[src/rtl/area_address_pool_picker_assert.svh]
// assertion macros for the area address pool picker
`ifndef AREA_ADDRESS_POOL_PICKER_ASSERT_SVH
`define AREA_ADDRESS_POOL_PICKER_ASSERT_SVH
`ifndef NO_ASSERTIONS
`define AAPP_ASSERT_IMPL(label, clk, rstn, ante, cons) \
  label: assert property (@(posedge clk) disable iff (!rstn) (ante) |-> (cons)) \
    else $error("assertion failed");
`define AAPP_ASSERT_NEXT(label, clk, rstn, ante, cons) \
  label: assert property (@(posedge clk) disable iff (!rstn) (ante) |=> (cons)) \
    else $error("assertion failed");
`else
`define AAPP_ASSERT_IMPL(label, clk, rstn, ante, cons)
`define AAPP_ASSERT_NEXT(label, clk, rstn, ante, cons)
`endif
`endif

[src/rtl/aapp_pkg.sv]
`default_nettype none
package aapp_pkg;
  localparam logic [2:0] StOk       = 3'd0;
  localparam logic [2:0] StRange    = 3'd1;
  localparam logic [2:0] StEmpty    = 3'd2;
  localparam logic [2:0] StFull     = 3'd3;
  localparam logic [2:0] StNotFound = 3'd4;
  localparam logic       OpLoad     = 1'b0;
  localparam logic       OpQuery    = 1'b1;
  localparam logic [1:0] AddrAreaCount = 2'd0;

  typedef struct packed {
    logic        operation;
    logic [15:0] area_id;
    logic [31:0] range_start;
    logic [31:0] range_size;
    logic [31:0] draw;
  } req_t;

  typedef struct packed {
    logic [31:0] address;
    logic [2:0]  status;
  } rsp_t;
endpackage
`default_nettype wire

[src/rtl/aapp_fifo.sv]
`default_nettype none
// two-entry request queue between front and back
module aapp_fifo (
  input  wire logic          clk_i,
  input  wire logic          rst_ni,
  input  wire logic          push_i,
  input  wire aapp_pkg::req_t push_data_i,
  output logic               full_o,
  input  wire logic          pop_i,
  output logic               empty_o,
  output aapp_pkg::req_t     pop_data_o
);
  import aapp_pkg::*;
  req_t       mem_q [2];
  logic       wr_q, rd_q;
  logic [1:0] cnt_q;

  assign full_o     = cnt_q == 2'd2;
  assign empty_o    = cnt_q == 2'd0;
  assign pop_data_o = mem_q[rd_q];

  always_ff @(posedge clk_i) begin
    if (push_i) mem_q[wr_q] <= push_data_i;
  end

  always_ff @(posedge clk_i or negedge rst_ni) begin
    if (!rst_ni) begin
      wr_q  <= 1'b0;
      rd_q  <= 1'b0;
      cnt_q <= 2'd0;
    end else begin
      if (push_i) wr_q <= ~wr_q;
      if (pop_i) rd_q <= ~rd_q;
      cnt_q <= cnt_q + {1'b0, push_i} - {1'b0, pop_i};
    end
  end
endmodule
`default_nettype wire

[config.mk]
export PLATFORM = sky130hd
export DESIGN_NAME = aapp_fifo
export DESIGN_NICKNAME = d
export VERILOG_FILES = /design/src/rtl/area_address_pool_picker_assert.svh /design/src/rtl/aapp_pkg.sv /design/src/rtl/aapp_fifo.sv
export SDC_FILE = /design/constraint.sdc
export NUM_CORES = 1
export LEC_CHECK = 0
export ABC_AREA = 1
export BUFFER_PORTS_ARGS = -buffer_cell sky130_fd_sc_hd__clkbuf_2
export CORE_ASPECT_RATIO = 0.75
export CORE_MARGIN = 10
export CORE_UTILIZATION = 30
export DETAILED_ROUTE_END_ITERATION = 10
export PLACE_DENSITY = 0.48
export SETUP_SLACK_MARGIN = 0.4
export SLEW_MARGIN = 0
export SYNTH_ARGS = -nofsm -noshare
export SYNTH_HDL_FRONTEND = slang
export SYNTH_SLANG_ARGS = --single-unit
[constraint.sdc]
create_clock -name clk_i -period 7.9 [get_ports clk_i]
set_input_delay 0.79 -clock clk_i [delete_from_list [all_inputs] [get_ports clk_i]]
set_output_delay 0.79 -clock clk_i [all_outputs]
set_load 0.05 [all_outputs]
==> results.toml <==
[critical_path]
crit_chain = "buf_4, o21ai_0, clkbuf_2"
arrival_ps = 2850
start_kind = "flip-flop"
worstReg2RegStart = "wr_q$_DFFE_PN0P_"
r2r-end = "mem_q[1][98]$_DFFE_PP_"
crit_start = "rd_q$_DFFE_PN0P_"
end_kind = "output port"
cp_max_fo = 93
worstRegToRegCells = 3
required_ps = 7110
criticalPathCategory = "reg2out"
cpMaxStageDelayCell = "dfrtp_4"
critPathMaxStageDelay_ps = 870
r2r_setup_slack_ps = 5600

[timing]
rsz0062_at_grt = "false"
fin_crit_sh_pct = 46.1
fmax_ghz = 0.275
clock-skew-final_ps = 9.74
hold_violations = 0
setup_tns_ps = 0
worst_pin_slew_ps = 929
relSlewSlack_pct = 38.1
maxSlewViolCount = 0
period_minus_slack_ps = 3640
finalSetupViolations = 0

[synthesis]
yosys.area.top_type = "edfxtp_1"
syn_area_um2 = 8780
synth_cells = 615
async_flop_share_pct = 1.74
synthFlopType = "edfxtp_1"
synth_edf_count = 226
netlist.area_leader.share_pct = 77.3
synth_area_leaders = "edfxtp_1 77%, inv_1 5.1%, o21ai_0 4.7%"
synth_cell_types = 15
synth_most_common_cell = "edfxtp_1"
synthTopCellsByCount = "226 x edfxtp_1, 120 x inv_1, 89 x nand2_1"
yosysWarnings = 0
ys_seq_area_share_pct = 78.5
ys_ff_latch = 230
synth_area_per_cell_um2 = 14.3
syn-num-nets = 734

[pwr]
p_sw_mw = 2.24
pwr-share-clk_pct = 21.9
swShare_pct = 46.1
vdd_drop_max_v = 0.000243
power.leakage_nw = 4.65
pwr-share-seq_pct = 35.7
p_per_area_nw_per_um2 = 440
p_int_mw = 2.61
power_frac_comb_pct = 42.4

[global_route]
grt_use_met1_pct = 13.3
antenna_found_initial = 0
grt.overflow.total = 0
use_met2_pct = 15.8
grt_pass1_wl_um = 30000
grt_usage_pct = 10.4
grt-busiest-layer = "met2"
grt_pass1_vias = 5117
grt_max_degree = 94
grt_use_met3_pct = 4.19

[route]
vias = 5062
post_drt_via_cell_ratio = 4.01
wire_per_inst_um = 15.7
drtAntennaViolNets = 0
drtIter0Drc = 224
drt_wl_total_um = 19800
first_pass_iters = 5
drc = 0

[clocking]
clock_sinks = 230
clkLatencyLatePin_ps = 520
cts-root-buf = "clkbuf_16"
cts_tree = "built"
post_cts_buffers = 0
cts_buffers = 25
clockBufferDepth = 3
post_cts_resized = 0
cts_max_level = 1
cts.reportedPaths.clkPinSlew_ps = 60
ctsHoldBuffers = 0

[floorplanning]
die_w_um = 218
num_rows = 54
core_area_um2 = 29000
die_h_um = 168
dieArea_um2 = 36600
io_pins = 232
initial_core_util_pct = 30.3

[run]
max-cap-violations = 0

[run_status]
status = "completed"

[place]
port_buffers = 231
place_congestion = 0.711
dp_hpwl_um = 13400

[layout]
num-fill-cells = 2805
final_net_count = 972
final_util_pct = 38.1
area.growth.synth_to_final_pct = 25.7
drive_above_1_share_pct = 37.9

[min_path]
hold_path.class = "in2async"
power groups by stage:
stage	registers [mW]	logic (mW)	clock network [mW]
final	1.73	2.06	1.06
after global routing	1.76	2.20	1.15
after CTS	1.74	2.10	1.11
after detailed placement	1.76	2.10	0
after global placement	1.76	2.10	0
after floorplan	1.72	1.67	0
state kept, by name, summed over array words and instances, names as in the netlist:
| register | flops |
|---|---|
| mem_q | 226 |
| cnt_q | 2 |
| rd_q | 1 |
| wr_q | 1 |
layer usage:
metal / vias up / routed length [um]
li1: 2563 / -
met3: 32 / 1770
met5: - / 0
met1: 2309 / 8790
met4: 0 / 499
met2: 158 / 8730
through the flow:
| step | area (um^2) | power (mW) | worst slack, ps | hold WS, ps | cells |
|---|---|---|---|---|---|
| after floorplan | 8780 | 3.40 | 1750 | 463 | 615 |
| after CTS | 11000 | 4.95 | 4160 | 42.6 | 1262 |
| after detailed placement | 10300 | 3.86 | 4730 | 540 | 1218 |
| final | 11000 | 4.85 | 4260 | 69.2 | 1263 |
| after global routing | 11000 | 5.12 | 4000 | 42.7 | 1262 |
| after global placement | 10300 | 3.86 | 4720 | 538 | 1218 |
worst max-delay path, delay by kind of cell (launching register included):
| kind | cells | cell delay [ps] |
|---|---|---|
| compound gates | 1 | 320 |
| buf+inv | 2 | 1060 |
| flops | 1 | 870 |
cell families after synthesis:
group,share of synthesized area (%)
AO/OA/AOI/OAI,7.73
XOR/XNOR,0.200
adder cells (fa/ha/maj),0.285
buffers and inverters,7.20
flip-flops,78.5
AND/OR/NAND/NOR,6.13
final cells by class:
class / instances / area [um^2] / area share [%]
clock inverters: 11 / 77.6 / 0.703
diodes: 1 / 2.50 / 0.0227
clock buffers: 33 / 656 / 5.94
well taps: 392 / 490 / 4.45
multi-input cells: 240 / 1270 / 11.5
repair buffers: 236 / 1190 / 10.8
flip-flops and latches: 230 / 6890 / 62.5
inverters: 120 / 453 / 4.11
cells in the final DEF (no fill, tap or decap):
master and n:
buf_4 5, bufinv_16 1, clkbuf_1 8, clkbuf_16 25
clkbuf_2 231, clkinv_1 5, clkinv_2 4, dfrtp_1 3
dfrtp_4 1, diode_2 1, edfxtp_1 226, ha_1 2
inv_1 119, inv_4 1, inv_6 1, nand2_1 89
nand2_2 30, nand3_1 1, nor2_1 2, nor2_4 1
o21ai_0 83, o21ai_2 30, xor2_1 2
how the worst max path moves through the flow:
stage	end	cells past startpoint	slack, ps
floorplan	mem_q[0][0]$_DFFE_PP_	2	1750
global placement	pop_data_o[10]	3	4720
detailed placement	pop_data_o[9]	3	4730
CTS	pop_data_o[9]	3	4160
global route	pop_data_o[9]	4	4000
finish	pop_data_o[48]	3	4260
Note: power is estimated with default switching activity, not from simulation.
